**src/rtl/aagp_pkg.sv**
```systemverilog
package aagp_pkg;

    // Fixed field widths of the block's ports.
    localparam int PIXEL_W      = 8;
    localparam int INDEX_W      = 6;
    localparam int CFG_DATA_W   = 13;
    localparam int GRID_FIELD_W = 4;
    localparam int CFG_INDEX_W  = 2;

    // Configuration register indexes.
    typedef enum logic [CFG_INDEX_W-1:0] {
        CFG_WIDTH  = 2'd0,
        CFG_HEIGHT = 2'd1,
        CFG_GRID   = 2'd2
    } t_cfg_reg;

    // Controller states.
    typedef enum logic [3:0] {
        S_INIT,
        S_DIV_START,
        S_DIV_WAIT,
        S_FILL,
        S_RUN,
        S_BAND,
        S_EMIT,
        S_MUL,
        S_AVG_START,
        S_AVG_WAIT
    } t_state;

    // Commands broadcast to every cell of the chain.
    typedef struct packed {
        logic accum;
        logic shift;
        logic clear;
    } t_cell_ctl;

endpackage

```
**src/rtl/area_average_grid_pooling.sv**
```systemverilog
// Area-average pooling of a grey image into a G x G grid of cells.
// Pixels enter on the pixel channel (i_pixel_valid / o_pixel_stall) in
// raster order; a pixel is taken at each edge with valid high and stall low.
// Cell averages leave on the cell channel (o_cell_valid / i_cell_stall)
// in raster cell order, each with its index and end-of-run/end-of-frame
// flags; an output register holds a result until the receiver takes it.
// Width, height and grid size are written through i_cfg_we / i_cfg_index /
// i_cfg_data while the block is idle; a write restarts the frame.
// After reset and after each register write the column and row band
// boundaries are computed by two serial dividers and shifted into the cell
// chain, with the pixel channel stalled.
// Inside a row one pixel is taken per cycle. At the end of each row the
// block checks for a closing band with the pixel channel stalled. A row
// that closes a band rotates the cell chain once around (MAX_GRID steps);
// each active cell goes through the count multiply and the 8-step average
// divider. The first average follows the closing pixel through S_BAND,
// S_EMIT, S_MUL, S_AVG_START and S_AVG_WAIT into the output register.
// When the receiver stalls, the emission waits and the pixel channel
// stays stalled.
module area_average_grid_pooling #(
    parameter int MAX_GRID = 8,
    parameter int MAX_DIM  = 4096
) (
    input  logic                                i_clk,
    input  logic                                i_rst_n,
    input  logic                                i_cfg_we,
    input  logic [aagp_pkg::CFG_INDEX_W-1:0]    i_cfg_index,
    input  logic [aagp_pkg::CFG_DATA_W-1:0]     i_cfg_data,
    input  logic                                i_pixel_valid,
    output logic                                o_pixel_stall,
    input  logic [aagp_pkg::PIXEL_W-1:0]        i_pixel,
    output logic                                o_cell_valid,
    input  logic                                i_cell_stall,
    output logic [aagp_pkg::PIXEL_W-1:0]        o_cell_average,
    output logic [aagp_pkg::INDEX_W-1:0]        o_cell_index,
    output logic                                o_last_of_run,
    output logic                                o_last_of_frame
);
    import aagp_pkg::*;

    localparam int DIM_LIMIT = (1 << CFG_DATA_W) - 1;
    localparam int DIM_CAP   = (MAX_DIM < DIM_LIMIT) ? MAX_DIM : DIM_LIMIT;
    localparam int POS_W     = (DIM_CAP > 1) ? $clog2(DIM_CAP) : 1;
    localparam int DIM_W     = $clog2(DIM_CAP + 1);
    localparam int SUM_W     = PIXEL_W + 2 * POS_W;
    localparam int CNT_W     = 2 * DIM_W;
    localparam int GRID_W    = $clog2(MAX_GRID + 1);
    localparam int GIDX_W    = (MAX_GRID > 1) ? $clog2(MAX_GRID) : 1;
    localparam int NUM_W     = DIM_W + GRID_W;
    localparam int PROD_W    = 2 * GRID_W + 1;

    // Control registers.
    t_state             r_state, n_state;
    logic [DIM_W-1:0]   r_w, n_w;
    logic [DIM_W-1:0]   r_h, n_h;
    logic [GRID_W-1:0]  r_g, n_g;
    logic [POS_W-1:0]   r_x, n_x;
    logic [POS_W-1:0]   r_y, n_y;
    logic [GRID_W-1:0]  r_band, n_band;
    logic [GRID_W-1:0]  r_ent, n_ent;
    logic [GRID_W-1:0]  r_step, n_step;
    logic               r_emitted, n_emitted;
    logic               r_out_valid, n_out_valid;

    // Payload registers.
    logic [NUM_W-1:0]   r_num_c, n_num_c;
    logic [NUM_W-1:0]   r_num_r, n_num_r;
    logic [DIM_W-1:0]   r_prev_c, n_prev_c;
    logic [DIM_W-1:0]   r_prev_r, n_prev_r;
    logic [DIM_W-1:0]   r_last_rend, n_last_rend;
    logic [DIM_W-1:0]   r_band_h, n_band_h;
    logic               r_band_last, n_band_last;
    logic [SUM_W-1:0]   r_sum_c, n_sum_c;
    logic [DIM_W-1:0]   r_wid_c, n_wid_c;
    logic [INDEX_W-1:0] r_cap_idx, n_cap_idx;
    logic               r_cap_lrun, n_cap_lrun;
    logic               r_cap_lframe, n_cap_lframe;
    logic [CNT_W-1:0]   r_cnt, n_cnt;
    logic [PIXEL_W-1:0] r_out_avg, n_out_avg;
    logic [INDEX_W-1:0] r_out_idx, n_out_idx;
    logic               r_out_lrun, n_out_lrun;
    logic               r_out_lframe, n_out_lframe;

    // Row band tables, one entry per grid row.
    logic [DIM_W-1:0]   r_row_end  [MAX_GRID];
    logic [DIM_W-1:0]   r_row_h    [MAX_GRID];
    logic               r_row_join [MAX_GRID];
    logic               w_row_we;

    // Cell chain.
    t_cell_ctl          w_ctl;
    logic [POS_W-1:0]   w_start    [MAX_GRID];
    logic [DIM_W-1:0]   w_end      [MAX_GRID];
    logic [SUM_W-1:0]   w_sum      [MAX_GRID];
    logic [POS_W-1:0]   w_tail_start;
    logic [DIM_W-1:0]   w_tail_end;
    logic [SUM_W-1:0]   w_tail_sum;

    // Dividers.
    logic               w_bdiv_start;
    logic               w_bdiv_busy_c;
    logic               w_bdiv_busy_r;
    logic [DIM_W-1:0]   w_quo_c;
    logic [DIM_W-1:0]   w_quo_r;
    logic               w_avg_start;
    logic               w_avg_busy;
    logic [PIXEL_W-1:0] w_avg_quo;

    // Helpers.
    logic [DIM_W-1:0]   w_end_c;
    logic [DIM_W-1:0]   w_end_r;
    logic [DIM_W-1:0]   w_cfg_dim;
    logic [GRID_W-1:0]  w_cfg_grid;
    logic [GRID_W-1:0]  w_band_nx;
    logic [GIDX_W-1:0]  w_bidx;
    logic [GIDX_W-1:0]  w_nidx;
    logic [GIDX_W-1:0]  w_eidx;
    logic               w_band_hit;
    logic               w_last_row;
    logic [PROD_W-1:0]  w_idx_full;
    logic [PROD_W-1:0]  w_idx_last;
    logic [DIM_W-1:0]   w_cell0_wid;

    // Band boundary dividers: floor(g*W/G) and floor(g*H/G).
    aagp_div #(
        .NUM_W (NUM_W),
        .DEN_W (GRID_W),
        .QUO_W (DIM_W)
    ) u_div_col (
        .i_clk   (i_clk),
        .i_rst_n (i_rst_n),
        .i_start (w_bdiv_start),
        .i_num   (r_num_c),
        .i_den   (r_g),
        .o_busy  (w_bdiv_busy_c),
        .o_quo   (w_quo_c)
    );

    aagp_div #(
        .NUM_W (NUM_W),
        .DEN_W (GRID_W),
        .QUO_W (DIM_W)
    ) u_div_row (
        .i_clk   (i_clk),
        .i_rst_n (i_rst_n),
        .i_start (w_bdiv_start),
        .i_num   (r_num_r),
        .i_den   (r_g),
        .o_busy  (w_bdiv_busy_r),
        .o_quo   (w_quo_r)
    );

    // Cell average divider: sum / (cell width * band height).
    aagp_div #(
        .NUM_W (SUM_W),
        .DEN_W (CNT_W),
        .QUO_W (PIXEL_W)
    ) u_div_avg (
        .i_clk   (i_clk),
        .i_rst_n (i_rst_n),
        .i_start (w_avg_start),
        .i_num   (r_sum_c),
        .i_den   (r_cnt),
        .o_busy  (w_avg_busy),
        .o_quo   (w_avg_quo)
    );

    // Chain of grid column cells; the tail takes new entries during setup
    // and the head's state during emission, which makes the chain a ring.
    for (genvar g = 0; g < MAX_GRID; g++) begin : g_cell
        logic [POS_W-1:0] w_nb_start;
        logic [DIM_W-1:0] w_nb_end;
        logic [SUM_W-1:0] w_nb_sum;

        if (g == MAX_GRID - 1) begin : g_tail
            assign w_nb_start = w_tail_start;
            assign w_nb_end   = w_tail_end;
            assign w_nb_sum   = w_tail_sum;
        end else begin : g_link
            assign w_nb_start = w_start[g+1];
            assign w_nb_end   = w_end[g+1];
            assign w_nb_sum   = w_sum[g+1];
        end

        aagp_cell #(
            .POS_W (POS_W),
            .DIM_W (DIM_W),
            .SUM_W (SUM_W)
        ) u_cell (
            .i_clk      (i_clk),
            .i_ctl      (w_ctl),
            .i_x        (r_x),
            .i_pixel    (i_pixel),
            .i_nb_start (w_nb_start),
            .i_nb_end   (w_nb_end),
            .i_nb_sum   (w_nb_sum),
            .o_start    (w_start[g]),
            .o_end      (w_end[g]),
            .o_sum      (w_sum[g])
        );
    end

    // A span is at least one wide, so an empty span ends one past its start.
    assign w_end_c = (w_quo_c == r_prev_c) ? r_prev_c + 1'b1 : w_quo_c;
    assign w_end_r = (w_quo_r == r_prev_r) ? r_prev_r + 1'b1 : w_quo_r;

    // Tail input of the chain.
    always_comb begin
        if (r_state == S_EMIT) begin
            w_tail_start = w_start[0];
            w_tail_end   = w_end[0];
            w_tail_sum   = w_sum[0];
        end else if (r_state == S_DIV_WAIT) begin
            w_tail_start = r_prev_c[POS_W-1:0];
            w_tail_end   = w_end_c;
            w_tail_sum   = '0;
        end else begin
            w_tail_start = '0;
            w_tail_end   = '0;
            w_tail_sum   = '0;
        end
    end

    // Clamped register values: zero means one, larger values saturate.
    always_comb begin
        if (i_cfg_data == '0) begin
            w_cfg_dim = DIM_W'(1);
        end else if (int'(i_cfg_data) > MAX_DIM) begin
            w_cfg_dim = DIM_W'(DIM_CAP);
        end else begin
            w_cfg_dim = DIM_W'(i_cfg_data);
        end
        if (i_cfg_data[GRID_FIELD_W-1:0] == '0) begin
            w_cfg_grid = GRID_W'(1);
        end else if (int'(i_cfg_data[GRID_FIELD_W-1:0]) > MAX_GRID) begin
            w_cfg_grid = GRID_W'(MAX_GRID);
        end else begin
            w_cfg_grid = GRID_W'(i_cfg_data[GRID_FIELD_W-1:0]);
        end
    end

    // Band lookups and cell index arithmetic.
    assign w_band_nx   = GRID_W'(r_band + 1'b1);
    assign w_bidx      = r_band[GIDX_W-1:0];
    assign w_nidx      = w_band_nx[GIDX_W-1:0];
    assign w_eidx      = r_ent[GIDX_W-1:0];
    assign w_band_hit  = (r_band < r_g) && (r_row_end[w_bidx] == DIM_W'(r_y) + 1'b1);
    assign w_last_row  = (DIM_W'(r_y) + 1'b1 == r_h);
    assign w_idx_full  = PROD_W'(r_band) * PROD_W'(r_g) + PROD_W'(r_step);
    assign w_idx_last  = PROD_W'(r_g) * PROD_W'(r_g) - 1'b1;
    assign w_cell0_wid = w_end[0] - DIM_W'(w_start[0]);

    // Next state and outputs of the controller.
    always_comb begin
        n_state      = r_state;
        n_w          = r_w;
        n_h          = r_h;
        n_g          = r_g;
        n_x          = r_x;
        n_y          = r_y;
        n_band       = r_band;
        n_ent        = r_ent;
        n_step       = r_step;
        n_emitted    = r_emitted;
        n_out_valid  = r_out_valid & i_cell_stall;
        n_num_c      = r_num_c;
        n_num_r      = r_num_r;
        n_prev_c     = r_prev_c;
        n_prev_r     = r_prev_r;
        n_last_rend  = r_last_rend;
        n_band_h     = r_band_h;
        n_band_last  = r_band_last;
        n_sum_c      = r_sum_c;
        n_wid_c      = r_wid_c;
        n_cap_idx    = r_cap_idx;
        n_cap_lrun   = r_cap_lrun;
        n_cap_lframe = r_cap_lframe;
        n_cnt        = r_cnt;
        n_out_avg    = r_out_avg;
        n_out_idx    = r_out_idx;
        n_out_lrun   = r_out_lrun;
        n_out_lframe = r_out_lframe;
        w_ctl        = '0;
        w_row_we     = 1'b0;
        w_bdiv_start = 1'b0;
        w_avg_start  = 1'b0;

        unique case (r_state)
            S_INIT: begin
                n_ent       = '0;
                n_num_c     = NUM_W'(r_w);
                n_num_r     = NUM_W'(r_h);
                n_prev_c    = '0;
                n_prev_r    = '0;
                n_last_rend = '0;
                n_x         = '0;
                n_y         = '0;
                n_band      = '0;
                n_emitted   = 1'b0;
                n_state     = S_DIV_START;
            end
            S_DIV_START: begin
                w_bdiv_start = 1'b1;
                n_state      = S_DIV_WAIT;
            end
            S_DIV_WAIT: begin
                // Shift the finished column span in and record the band.
                if (!w_bdiv_busy_c && !w_bdiv_busy_r) begin
                    w_ctl.shift = 1'b1;
                    w_row_we    = 1'b1;
                    n_prev_c    = w_quo_c;
                    n_prev_r    = w_quo_r;
                    n_last_rend = w_end_r;
                    n_num_c     = r_num_c + NUM_W'(r_w);
                    n_num_r     = r_num_r + NUM_W'(r_h);
                    n_ent       = GRID_W'(r_ent + 1'b1);
                    if (GRID_W'(r_ent + 1'b1) == r_g) begin
                        n_state = (r_g == GRID_W'(MAX_GRID)) ? S_RUN : S_FILL;
                    end else begin
                        n_state = S_DIV_START;
                    end
                end
            end
            S_FILL: begin
                // Unused grid columns get an empty span.
                w_ctl.shift = 1'b1;
                n_ent       = GRID_W'(r_ent + 1'b1);
                if (GRID_W'(r_ent + 1'b1) == GRID_W'(MAX_GRID)) begin
                    n_state = S_RUN;
                end
            end
            S_RUN: begin
                if (i_pixel_valid) begin
                    w_ctl.accum = 1'b1;
                    if (DIM_W'(r_x) + 1'b1 < r_w) begin
                        n_x = POS_W'(r_x + 1'b1);
                    end else begin
                        n_x       = '0;
                        n_emitted = 1'b0;
                        n_state   = S_BAND;
                    end
                end
            end
            S_BAND: begin
                if (w_band_hit) begin
                    n_band_h    = r_row_h[w_bidx];
                    n_band_last = !((w_band_nx < r_g) && r_row_join[w_nidx]);
                    n_step      = '0;
                    n_state     = S_EMIT;
                end else begin
                    // Row is closed: clear sums after emission or at frame end.
                    w_ctl.clear = r_emitted || w_last_row;
                    if (w_last_row) begin
                        n_y    = '0;
                        n_band = '0;
                    end else begin
                        n_y = POS_W'(r_y + 1'b1);
                    end
                    n_state = S_RUN;
                end
            end
            S_EMIT: begin
                if (r_step == GRID_W'(MAX_GRID)) begin
                    n_band    = w_band_nx;
                    n_emitted = 1'b1;
                    n_state   = S_BAND;
                end else begin
                    // Rotate the ring one step; the head is the next cell.
                    w_ctl.shift = 1'b1;
                    n_step      = GRID_W'(r_step + 1'b1);
                    if (r_step < r_g) begin
                        n_sum_c      = w_sum[0];
                        n_wid_c      = w_cell0_wid;
                        n_cap_idx    = INDEX_W'(w_idx_full);
                        n_cap_lframe = (w_idx_full == w_idx_last);
                        n_cap_lrun   = r_band_last &&
                                       (GRID_W'(r_step + 1'b1) == r_g);
                        n_state      = S_MUL;
                    end
                end
            end
            S_MUL: begin
                n_cnt   = CNT_W'(r_wid_c) * CNT_W'(r_band_h);
                n_state = S_AVG_START;
            end
            S_AVG_START: begin
                w_avg_start = 1'b1;
                n_state     = S_AVG_WAIT;
            end
            S_AVG_WAIT: begin
                if (!w_avg_busy && (!r_out_valid || !i_cell_stall)) begin
                    n_out_valid  = 1'b1;
                    n_out_avg    = w_avg_quo;
                    n_out_idx    = r_cap_idx;
                    n_out_lrun   = r_cap_lrun;
                    n_out_lframe = r_cap_lframe;
                    n_state      = S_EMIT;
                end
            end
            default: begin
                n_state = S_INIT;
            end
        endcase

        // A write to a defined register restarts the frame and recomputes the spans.
        if (i_cfg_we) begin
            unique case (t_cfg_reg'(i_cfg_index))
                CFG_WIDTH: begin
                    n_w     = w_cfg_dim;
                    n_state = S_INIT;
                end
                CFG_HEIGHT: begin
                    n_h     = w_cfg_dim;
                    n_state = S_INIT;
                end
                CFG_GRID: begin
                    n_g     = w_cfg_grid;
                    n_state = S_INIT;
                end
                default: begin
                end
            endcase
        end
    end

    // Control registers.
    always_ff @(posedge i_clk) begin
        if (!i_rst_n) begin
            r_state     <= S_INIT;
            r_w         <= DIM_W'(1);
            r_h         <= DIM_W'(1);
            r_g         <= GRID_W'(1);
            r_x         <= '0;
            r_y         <= '0;
            r_band      <= '0;
            r_ent       <= '0;
            r_step      <= '0;
            r_emitted   <= 1'b0;
            r_out_valid <= 1'b0;
        end else begin
            r_state     <= n_state;
            r_w         <= n_w;
            r_h         <= n_h;
            r_g         <= n_g;
            r_x         <= n_x;
            r_y         <= n_y;
            r_band      <= n_band;
            r_ent       <= n_ent;
            r_step      <= n_step;
            r_emitted   <= n_emitted;
            r_out_valid <= n_out_valid;
        end
    end

    // Payload registers.
    always_ff @(posedge i_clk) begin
        r_num_c      <= n_num_c;
        r_num_r      <= n_num_r;
        r_prev_c     <= n_prev_c;
        r_prev_r     <= n_prev_r;
        r_last_rend  <= n_last_rend;
        r_band_h     <= n_band_h;
        r_band_last  <= n_band_last;
        r_sum_c      <= n_sum_c;
        r_wid_c      <= n_wid_c;
        r_cap_idx    <= n_cap_idx;
        r_cap_lrun   <= n_cap_lrun;
        r_cap_lframe <= n_cap_lframe;
        r_cnt        <= n_cnt;
        r_out_avg    <= n_out_avg;
        r_out_idx    <= n_out_idx;
        r_out_lrun   <= n_out_lrun;
        r_out_lframe <= n_out_lframe;
    end

    // Row band table, written once per band during setup.
    always_ff @(posedge i_clk) begin
        if (w_row_we) begin
            r_row_end[w_eidx]  <= w_end_r;
            r_row_h[w_eidx]    <= w_end_r - r_prev_r;
            r_row_join[w_eidx] <= (r_ent != '0) && (w_end_r == r_last_rend);
        end
    end

    assign o_pixel_stall   = (r_state != S_RUN);
    assign o_cell_valid    = r_out_valid;
    assign o_cell_average  = r_out_avg;
    assign o_cell_index    = r_out_idx;
    assign o_last_of_run   = r_out_lrun;
    assign o_last_of_frame = r_out_lframe;

    // The ring is back in place whenever pixels are taken.
    a_ring_home: assert property (@(posedge i_clk) disable iff (!i_rst_n)
        (r_state == S_RUN) |-> (w_start[0] == '0))
        else $error("cell ring not aligned while taking pixels");

    // The final cell of an image always closes the run.
    a_frame_run: assert property (@(posedge i_clk) disable iff (!i_rst_n)
        (o_cell_valid && o_last_of_frame) |-> o_last_of_run)
        else $error("last cell of frame without end of run");

    // Emission only walks bands of the grid.
    a_band_range: assert property (@(posedge i_clk) disable iff (!i_rst_n)
        (r_state == S_EMIT) |-> (r_band < r_g))
        else $error("band index beyond grid during emission");

    // Raster position stays inside the image.
    a_pos_range: assert property (@(posedge i_clk) disable iff (!i_rst_n)
        (r_state == S_RUN) |-> ((DIM_W'(r_x) < r_w) && (DIM_W'(r_y) < r_h)))
        else $error("raster position outside image");

    // The average divider is idle when a new cell is started.
    a_avg_idle: assert property (@(posedge i_clk) disable iff (!i_rst_n)
        (r_state == S_AVG_START) |-> !w_avg_busy)
        else $error("average divider restarted while busy");

endmodule

```
**src/rtl/aagp_cell.sv**
```systemverilog
module aagp_cell #(
    parameter int POS_W = 12,
    parameter int DIM_W = 13,
    parameter int SUM_W = 32
) (
    input  logic                           i_clk,
    input  aagp_pkg::t_cell_ctl            i_ctl,
    input  logic [POS_W-1:0]               i_x,
    input  logic [aagp_pkg::PIXEL_W-1:0]   i_pixel,
    input  logic [POS_W-1:0]               i_nb_start,
    input  logic [DIM_W-1:0]               i_nb_end,
    input  logic [SUM_W-1:0]               i_nb_sum,
    output logic [POS_W-1:0]               o_start,
    output logic [DIM_W-1:0]               o_end,
    output logic [SUM_W-1:0]               o_sum
);
    import aagp_pkg::*;

    logic [POS_W-1:0] r_start;
    logic [DIM_W-1:0] r_end;
    logic [SUM_W-1:0] r_sum;
    logic             w_hit;

    // The pixel belongs to this grid column when x lies in [start, end).
    assign w_hit = (i_x >= r_start) && (DIM_W'(i_x) < r_end);

    // Shifting takes the whole state of the right neighbor; otherwise the
    // running sum is cleared or accumulates the broadcast pixel.
    always_ff @(posedge i_clk) begin
        if (i_ctl.shift) begin
            r_start <= i_nb_start;
            r_end   <= i_nb_end;
            r_sum   <= i_nb_sum;
        end else if (i_ctl.clear) begin
            r_sum <= '0;
        end else if (i_ctl.accum && w_hit) begin
            r_sum <= r_sum + SUM_W'(i_pixel);
        end
    end

    assign o_start = r_start;
    assign o_end   = r_end;
    assign o_sum   = r_sum;

endmodule

```
**src/rtl/aagp_div.sv**
```systemverilog
module aagp_div #(
    parameter int NUM_W = 32,
    parameter int DEN_W = 26,
    parameter int QUO_W = 8
) (
    input  logic             i_clk,
    input  logic             i_rst_n,
    input  logic             i_start,
    input  logic [NUM_W-1:0] i_num,
    input  logic [DEN_W-1:0] i_den,
    output logic             o_busy,
    output logic [QUO_W-1:0] o_quo
);
    import aagp_pkg::*;

    localparam int SH_W   = DEN_W + QUO_W;
    localparam int CMP_W  = (NUM_W > SH_W) ? NUM_W : SH_W;
    localparam int CNTR_W = $clog2(QUO_W + 1);

    logic [CMP_W-1:0]  r_rem;
    logic [CMP_W-1:0]  r_den;
    logic [QUO_W-1:0]  r_quo;
    logic [CNTR_W-1:0] r_cnt;
    logic              r_busy;
    logic              w_ge;

    // Restoring division, one quotient bit per cycle, most significant first.
    // The quotient is known to fit in QUO_W bits.
    assign w_ge = (r_rem >= r_den);

    always_ff @(posedge i_clk) begin
        if (!i_rst_n) begin
            r_busy <= 1'b0;
            r_cnt  <= '0;
        end else if (i_start) begin
            r_busy <= 1'b1;
            r_cnt  <= CNTR_W'(QUO_W);
        end else if (r_busy) begin
            r_cnt  <= r_cnt - 1'b1;
            r_busy <= (r_cnt != CNTR_W'(1));
        end
    end

    // Datapath of the divider.
    always_ff @(posedge i_clk) begin
        if (i_start) begin
            r_rem <= CMP_W'(i_num);
            r_den <= CMP_W'(i_den) << (QUO_W - 1);
            r_quo <= '0;
        end else if (r_busy) begin
            if (w_ge) begin
                r_rem <= r_rem - r_den;
            end
            r_den <= r_den >> 1;
            r_quo <= QUO_W'({r_quo, w_ge});
        end
    end

    assign o_busy = r_busy;
    assign o_quo  = r_quo;

endmodule

```
**config.mk**
```make
export PLATFORM = sky130hd
export DESIGN_NAME = area_average_grid_pooling
export DESIGN_NICKNAME = d
export VERILOG_FILES = /design/src/rtl/aagp_pkg.sv /design/src/rtl/area_average_grid_pooling.sv /design/src/rtl/aagp_cell.sv /design/src/rtl/aagp_div.sv
export SDC_FILE = /design/constraint.sdc
export NUM_CORES = 2
export LEC_CHECK = 0
export ABC_CLOCK_PERIOD_IN_PS = 7700
export BUFFER_PORTS_ARGS = -buffer_cell sky130_fd_sc_hd__buf_2
export CAP_MARGIN = 40
export CORE_ASPECT_RATIO = 1.2
export CORE_MARGIN = 10
export CORE_UTILIZATION = 45
export CTS_CLUSTER_DIAMETER = 120
export CTS_CLUSTER_SIZE = 30
export DETAILED_ROUTE_END_ITERATION = 12
export PLACE_DENSITY_LB_ADDON = 0.12
export SYNTH_ARGS = -nofsm -noshare
export SYNTH_HDL_FRONTEND = slang
export SYNTH_SLANG_ARGS = --single-unit
```
**constraint.sdc**
```tcl
create_clock -name i_clk -period 7.7 [get_ports i_clk]
set_input_delay 0.385 -clock i_clk [delete_from_list [all_inputs] [get_ports i_clk]]
set_output_delay 0.385 -clock i_clk [all_outputs]
set_load 0.01 [all_outputs]
```
After elaboration in Yosys (flattened, before gate mapping). Memory sizes are Yosys's and may differ from the RTL's. A register that Yosys moved wholly into a read port is not among the register bits. Index checks and enable logic that the tools add are counted.

Bitwise operators: 3. Multiply operators: 3. Multiplexer cells: 120. Magnitude comparators: 25. Eq/ne operators: 34. Reduce and logical (&&, ||, !) cells: 76. Add/subtract/negate cells: 29.

Operators by type and width (count): 2-to-1 mux 32 bit (28); adder 32 x 8 -> 32 bit (8); 2-to-1 mux 17 bit (8); 2-to-1 mux 13 bit (9); < comparator 12 x 13 -> 1 bit (8); greater-or-equal comparator 12 bit (8); 2-to-1 mux 4 bit (23); case mux 13 bit (2 select lines) (3); 2-to-1 mux 12 bit (6); case mux 17 bit (2 select lines) (2); 2-to-1 mux 33 bit (2); equality test 13 bit (5); 2-to-1 mux 16 bit (4); case mux 12 bit (2 select lines) (2); case mux 4 bit (10 select lines) (1); adder 17 x 13 -> 17 bit (2); greater-or-equal comparator 17 x 16 -> 1 bit (2); greater-or-equal comparator 34 x 33 -> 1 bit (1); subtractor 17 x 16 -> 17 bit (2); subtractor 34 x 33 -> 34 bit (1); nonzero test 3 bit (11); adder 12 x 1 -> 13 bit, second input constant (2); adder 13 x 1 -> 13 bit, second input constant (2); multiplier 13 x 13 -> 26 bit (1); 45 further kinds (149).

RAM bits: 216. Flip-flop bits (word level): 879. Word-level logic and storage cells: 366. Input bits: 28. Memories: 3.

Memory list: r_row_end (depth 8, bits a word 13, read ports 1, clocked after Yosys merged registers in 1, wr ports 1, line area_average_grid_pooling.sv:85) `logic [DIM_W-1:0] r_row_end [MAX_GRID];`; r_row_h (depth 8, bits a word 13, read ports 1, clocked after Yosys merged registers in 1, wr ports 1, line area_average_grid_pooling.sv:86) `logic [DIM_W-1:0] r_row_h [MAX_GRID];`; r_row_join (depth 8, bits a word 1, read ports 1, clocked after Yosys merged registers in 0, wr ports 1, line area_average_grid_pooling.sv:87) `logic r_row_join [MAX_GRID];`.

Logic depth before layout (Yosys ltp).
Depth after elaboration: 7. Depth in mapped cells: 22.

Hierarchy. A second synthesis with hierarchy kept.

Cell total of the unflattened synthesis: 6500. Area total of the unflattened synthesis: 68984.9 sq um.

Modules (own cells, without submodules): area_average_grid_pooling (seq. area each 13452.9 sq um, cells an instance 2651, area an instance 29607.1 sq um, instances 1); aagp_cell at g_cell[0].u_cell ... (seq. area each 1711.6 sq um, cells an instance 328, area an instance 3552.2 sq um, instances 6); aagp_div at u_div_col ... (seq. area each 1231.2 sq um, cells an instance 326, area an instance 2992.9 sq um, instances 2); aagp_div at u_div_avg (seq. area each 2182.1 sq um, cells an instance 556, area an instance 5114.9 sq um, instances 1); aagp_cell at g_cell[3].u_cell (seq. area each 1711.6 sq um, cells an instance 334, area an instance 3527.1 sq um, instances 1); aagp_cell at g_cell[4].u_cell (seq. area each 1711.6 sq um, cells an instance 339, area an instance 3437.0 sq um, instances 1).

Least setup slack after synthesis. No wires, ideal clock.

Path type: register to register. From: register r_step[0]. To: register g_cell[0].u_cell.r_end[0] (enable). Data arrival time: 7276 ps. Stages on the path, launching flop included: 10. Path buffers: 2. Clock period less this slack: 7918 ps. Setup slack: -218 ps. Cell sequence: dfxtp_1 inv_1 ha_1 nand2_1 nor2_1 nor3_1 nor2_1 inv_1 clkbuf_1 clkbuf_1.

RTL lines: from (decl) (line area_average_grid_pooling.sv:61) `logic [GRID_W-1:0] r_step, n_step;`; from (signal assigned) (line area_average_grid_pooling.sv:449) `r_step <= n_step;`; to (signal assigned) (line aagp_cell.sv:32) `r_end <= i_nb_end;`; to (decl) (line aagp_cell.sv:20) `logic [DIM_W-1:0] r_end;`.

Final worst setup path.
From: register r_wid_c[2]. To: register r_cnt[24] (data pin).

Word-level cells in the longest chain between the ends: 1.

RTL lines: from (decl) (line area_average_grid_pooling.sv:74) `logic [DIM_W-1:0] r_wid_c, n_wid_c;`; from (signal assigned) (line area_average_grid_pooling.sv:465) `r_wid_c <= n_wid_c;`; multiplier 13 x 13 -> 26 bit (line area_average_grid_pooling.sv:383) `n_cnt = CNT_W'(r_wid_c) * CNT_W'(r_band_h);`; to (signal assigned) (line area_average_grid_pooling.sv:469) `r_cnt <= n_cnt;`; to (decl) (line area_average_grid_pooling.sv:78) `logic [CNT_W-1:0] r_cnt, n_cnt;`.

No other way between the ends. A chain may end at the register's enable or synchronous reset.

==> impl_metrics.csv <==
group,metric,value,unit
power,p_leak,27.2,nW
timing,fin_hold_ws,62.2,ps
synth,synth_ff_type,"edfxtp_1",
floorplan,die_height,440,µm
cts,path_clk_slew,110,ps
power,total_power,12.2,mW
cells_and_area,register_area,31800,µm²
grt,use_met2,0.349,
synth,synth_top_family_by_area,"adder cells",
cells_and_area,nNetsFinal,6811,
synth,synthArstFlopShare,0,
critical_path,critical_path.startpoint,"r_wid_c[2]",
timing,rsz0062_at_grt,"false",
worst_hold_path,hold_depth,4,
timing,clock_skew,58.4,ps
cts,cts_buffer_depth,3,
grt,grtUsageMet3,0.0159,
synth,syn_inst,6187,
timing,finalSetupTns,0,ps
cts,cts_sinks,1111,
timing,hold_viol,0,
detailed_routing,wirelength,158000,µm
cts,post_cts_buffers,0,
floorplan,rows,154,
outcome,status,"finished, final reports clean",
timing,maxSlewViolCount,0,
cells_and_area,num_antenna_cells,0,
detailed_routing,post_drt_wl_per_cell,19.5,µm
worst_hold_path,hold_path.class,"input port to register",
cells_and_area,multi_input_area,31400,µm²
critical_path,endpoint_kind,"register",
detailed_routing,drt_first_pass_iters,5,
synth,synth_mux_area_frac,0.0357,
synth,synth_fp_nets,6862,
synth,ys_ff_latch,1111,
synth,synth_cell_type_count,82,
grt,track_usage,0.191,
critical_path,cp.required,8120,ps
grt,grt_pass1_vias,44500,
synth,synth_fa_ha_area_frac,0.139,
floorplan,coreArea,146000,µm²
placed_design,numPlacedInstances,8038,
synth,yosysSeqAreaShare,0.480,
timing,finalCritPeriodShare,0.816,
power,p_sw,3.33,mW
timing,slew_headroom,0.412,
cts,cts_tree,"built",
floorplan,pin_count,46,
power,vdd_drop_max,0.000190,V
synth,synth_edf_count,954,
power,clock_power_share,0.256,
detailed_routing,drc,0,
timing,max_clock_freq,159,MHz
timing,worst_slack,1420,ps
cells_and_area,finalNonFillerCells,8122,
critical_path,worstPathMaxFanout,13,
synth,synth_xor_area_frac,0.0646,
floorplan,initial_core_util,0.452,
synth,yosys_warnings,0,
grt,grt_overflow_total,0,
critical_path,startpoint_type,"register",
cells_and_area,layout-drive-gt1-share,0.0506,
detailed_routing,avgViaCountPerCell,5.42,
cts,numCtsBuffers,44,
power,power_density,173,nW/µm²
grt,grt_first_pass_wirelength,251000,µm
cts,cts_hold_buf,2,
synth,avgSynthCellArea,10.7,µm²
cts,h-tree-depth,2,
cts,ctsResizeCount,0,
synth,syn_area,66200,µm²
cts,insertion_delay,720,ps
timing,fin_crit,6280,ps
timing,setup_viol,0,
floorplan,fp.dieW,370,µm
worst_hold_path,min_from,"i_cfg_index[0]",
cts,root_buffer,"clkbuf_16",
grt,grt_max_degree,195,
power,p_int,8.85,mW
grt,grt.busiest_layer,"met2",
cells_and_area,n_fill_cell,13700,
critical_path,reg2reg_from,"r_wid_c[2]",
detailed_routing,num_vias,44000,
placed_design,port_buffers,45,
detailed_routing,drt_iter0_markers,2914,
floorplan,die-area,163000,µm²
power,seqPwrFrac,0.592,
critical_path,critical_path_class,"register to register",
grt,met1_usage,0.247,
cells_and_area,final_cell_mix,"954 x edfxtp_1, 741 x nand2_1, 597 x inv_1",
job,drv_cap,0,
detailed_routing,ant_nets,0,
critical_path,critical_path_arrival,6710,ps
synth,synth_compound_area_frac,0.104,
placed_design,place_ws,1390,ps
power,comb_power_share,0.152,
synth,synthSimpleGateAreaFrac,0.129,
power,swShare,0.274,
grt,antenna_found_initial,3,
cells_and_area,final_common_cell,"edfxtp_1",
timing,max_slew.worst_pin.slew,878,ps
critical_path,r2r.worst_path.cells,20,
cells_and_area,area_delta_synth_final,6.12,%
placed_design,gp_congestion,0.827,
placed_design,dp_hpwl,115000,µm
[layout make-up]
class                           count  share of cell area
Tap cell                         1950              0.0347
Timing Repair Buffer              131              0.0149
Clock inverter                     10             0.00164
Inverter                          599              0.0321
Multi-Input combinational cell   4249               0.446
Sequential cell                  1111               0.453
Clock buffer                       72              0.0176
[stage by stage]
| step | instance area, µm² | utilization |
|---|---|---|
| after floorplan | 66200 | - |
| after global placement | 68600 | 0.468 |
| after detailed placement | 68900 | 0.470 |
| after CTS | 70200 | 0.480 |
| after global routing | 70200 | 0.480 |
| final | 70200 | 0.480 |
[routing by layer]
layer	vias to the layer above	wire, µm	share of wire
met5	-	8	0.000051
met4	2	2890	0.018
met3	142	4220	0.027
met2	546	80700	0.51
met1	21700	70600	0.45
li1	21600	-	-
[cells by family after synthesis]
logic type / after synthesis
mux: 167
buf+inv: 827
compound gates: 1126
fa+ha+maj: 647
xor+xnor: 480
flops: 1111
simple gates: 1829
[power groups by stage]
stage | Combinational (mW) | Clock [mW] | Sequential (mW)
3_5_place_dp | 1.87 | 0 | 7.35
6_report | 1.85 | 3.12 | 7.21
4_1_cts | 1.88 | 3.23 | 7.21
2_1_floorplan | 1.38 | 0 | 7.26
3_3_place_gp | 1.81 | 0 | 7.34
5_1_grt | 2.10 | 3.41 | 7.25
[Yosys cell counts, drive strengths merged, types with 14 or more instances]
library cell  number  area share
edfxtp           954        0.43
nand2            745       0.042
inv              599       0.034
ha               504       0.095
o21ai            447       0.034
nor2             345       0.020
a21oi            259       0.020
xnor2            245       0.032
xor2             230       0.030
nand3            178       0.013
clkbuf           163      0.0092
dfxtp            157       0.047
fa               143       0.043
and2             108       0.010
a21o             104       0.012
mux2i             99       0.015
and3              92      0.0087
nor3              78      0.0059
buf               65      0.0046
nand4             62      0.0059
nor2b             55      0.0052
mux4              54       0.018
nand2b            45      0.0043
o21bai            40      0.0045
o21a              34      0.0039
o31ai             27      0.0031
nor4              26      0.0028
a211oi            23      0.0026
o211ai            23      0.0026
a2111oi           21      0.0029
and4              20      0.0026
or3               19      0.0018
a21boi            18      0.0020
a211o             15      0.0020
a22o              15      0.0020
a31oi             14      0.0013
mux2              14      0.0024
[flip-flops by register name, summed over array words and instances, names as in the netlist, 16 cells and up, named ones only]
| signal | cells |
|---|---|
| g_cell.u_cell.o_sum | 256 |
| g_cell.u_cell.o_end | 104 |
| r_row_end | 104 |
| r_row_h | 104 |
| g_cell.u_cell.o_start | 96 |
| u_div_avg.r_rem | 34 |
| u_div_avg.r_den | 33 |
| r_sum_c | 32 |
| r_cnt | 26 |
| r_num_c | 17 |
| r_num_r | 17 |
| u_div_col.r_rem | 17 |
| u_div_row.r_rem | 17 |
| u_div_col.r_den | 16 |
| u_div_row.r_den | 16 |
[worst paths after layout]
kind	endpoint	slack [ps]
max	r_cnt[24]	1420
min	r_w[5]	60
max reg2reg	r_cnt[24]	1420
min reg2reg	o_cell_index[5]	430
[critical path: stages, from the launching register on]
cell and delay, ps:
edfxtp_1 600, and2_1 240, fa_1 530, inv_1 50, fa_1 520, inv_1 40, ha_1 280, ha_1 280
inv_1 50, fa_1 520, inv_1 70, fa_1 460, a21o_1 200, a2111oi_0 620, nor3b_1 150, o22ai_1 350
a211oi_1 180, or3_1 410, a31o_2 240, a21oi_1 170, xnor2_1 80
Power figures use the tool's default switching activity.
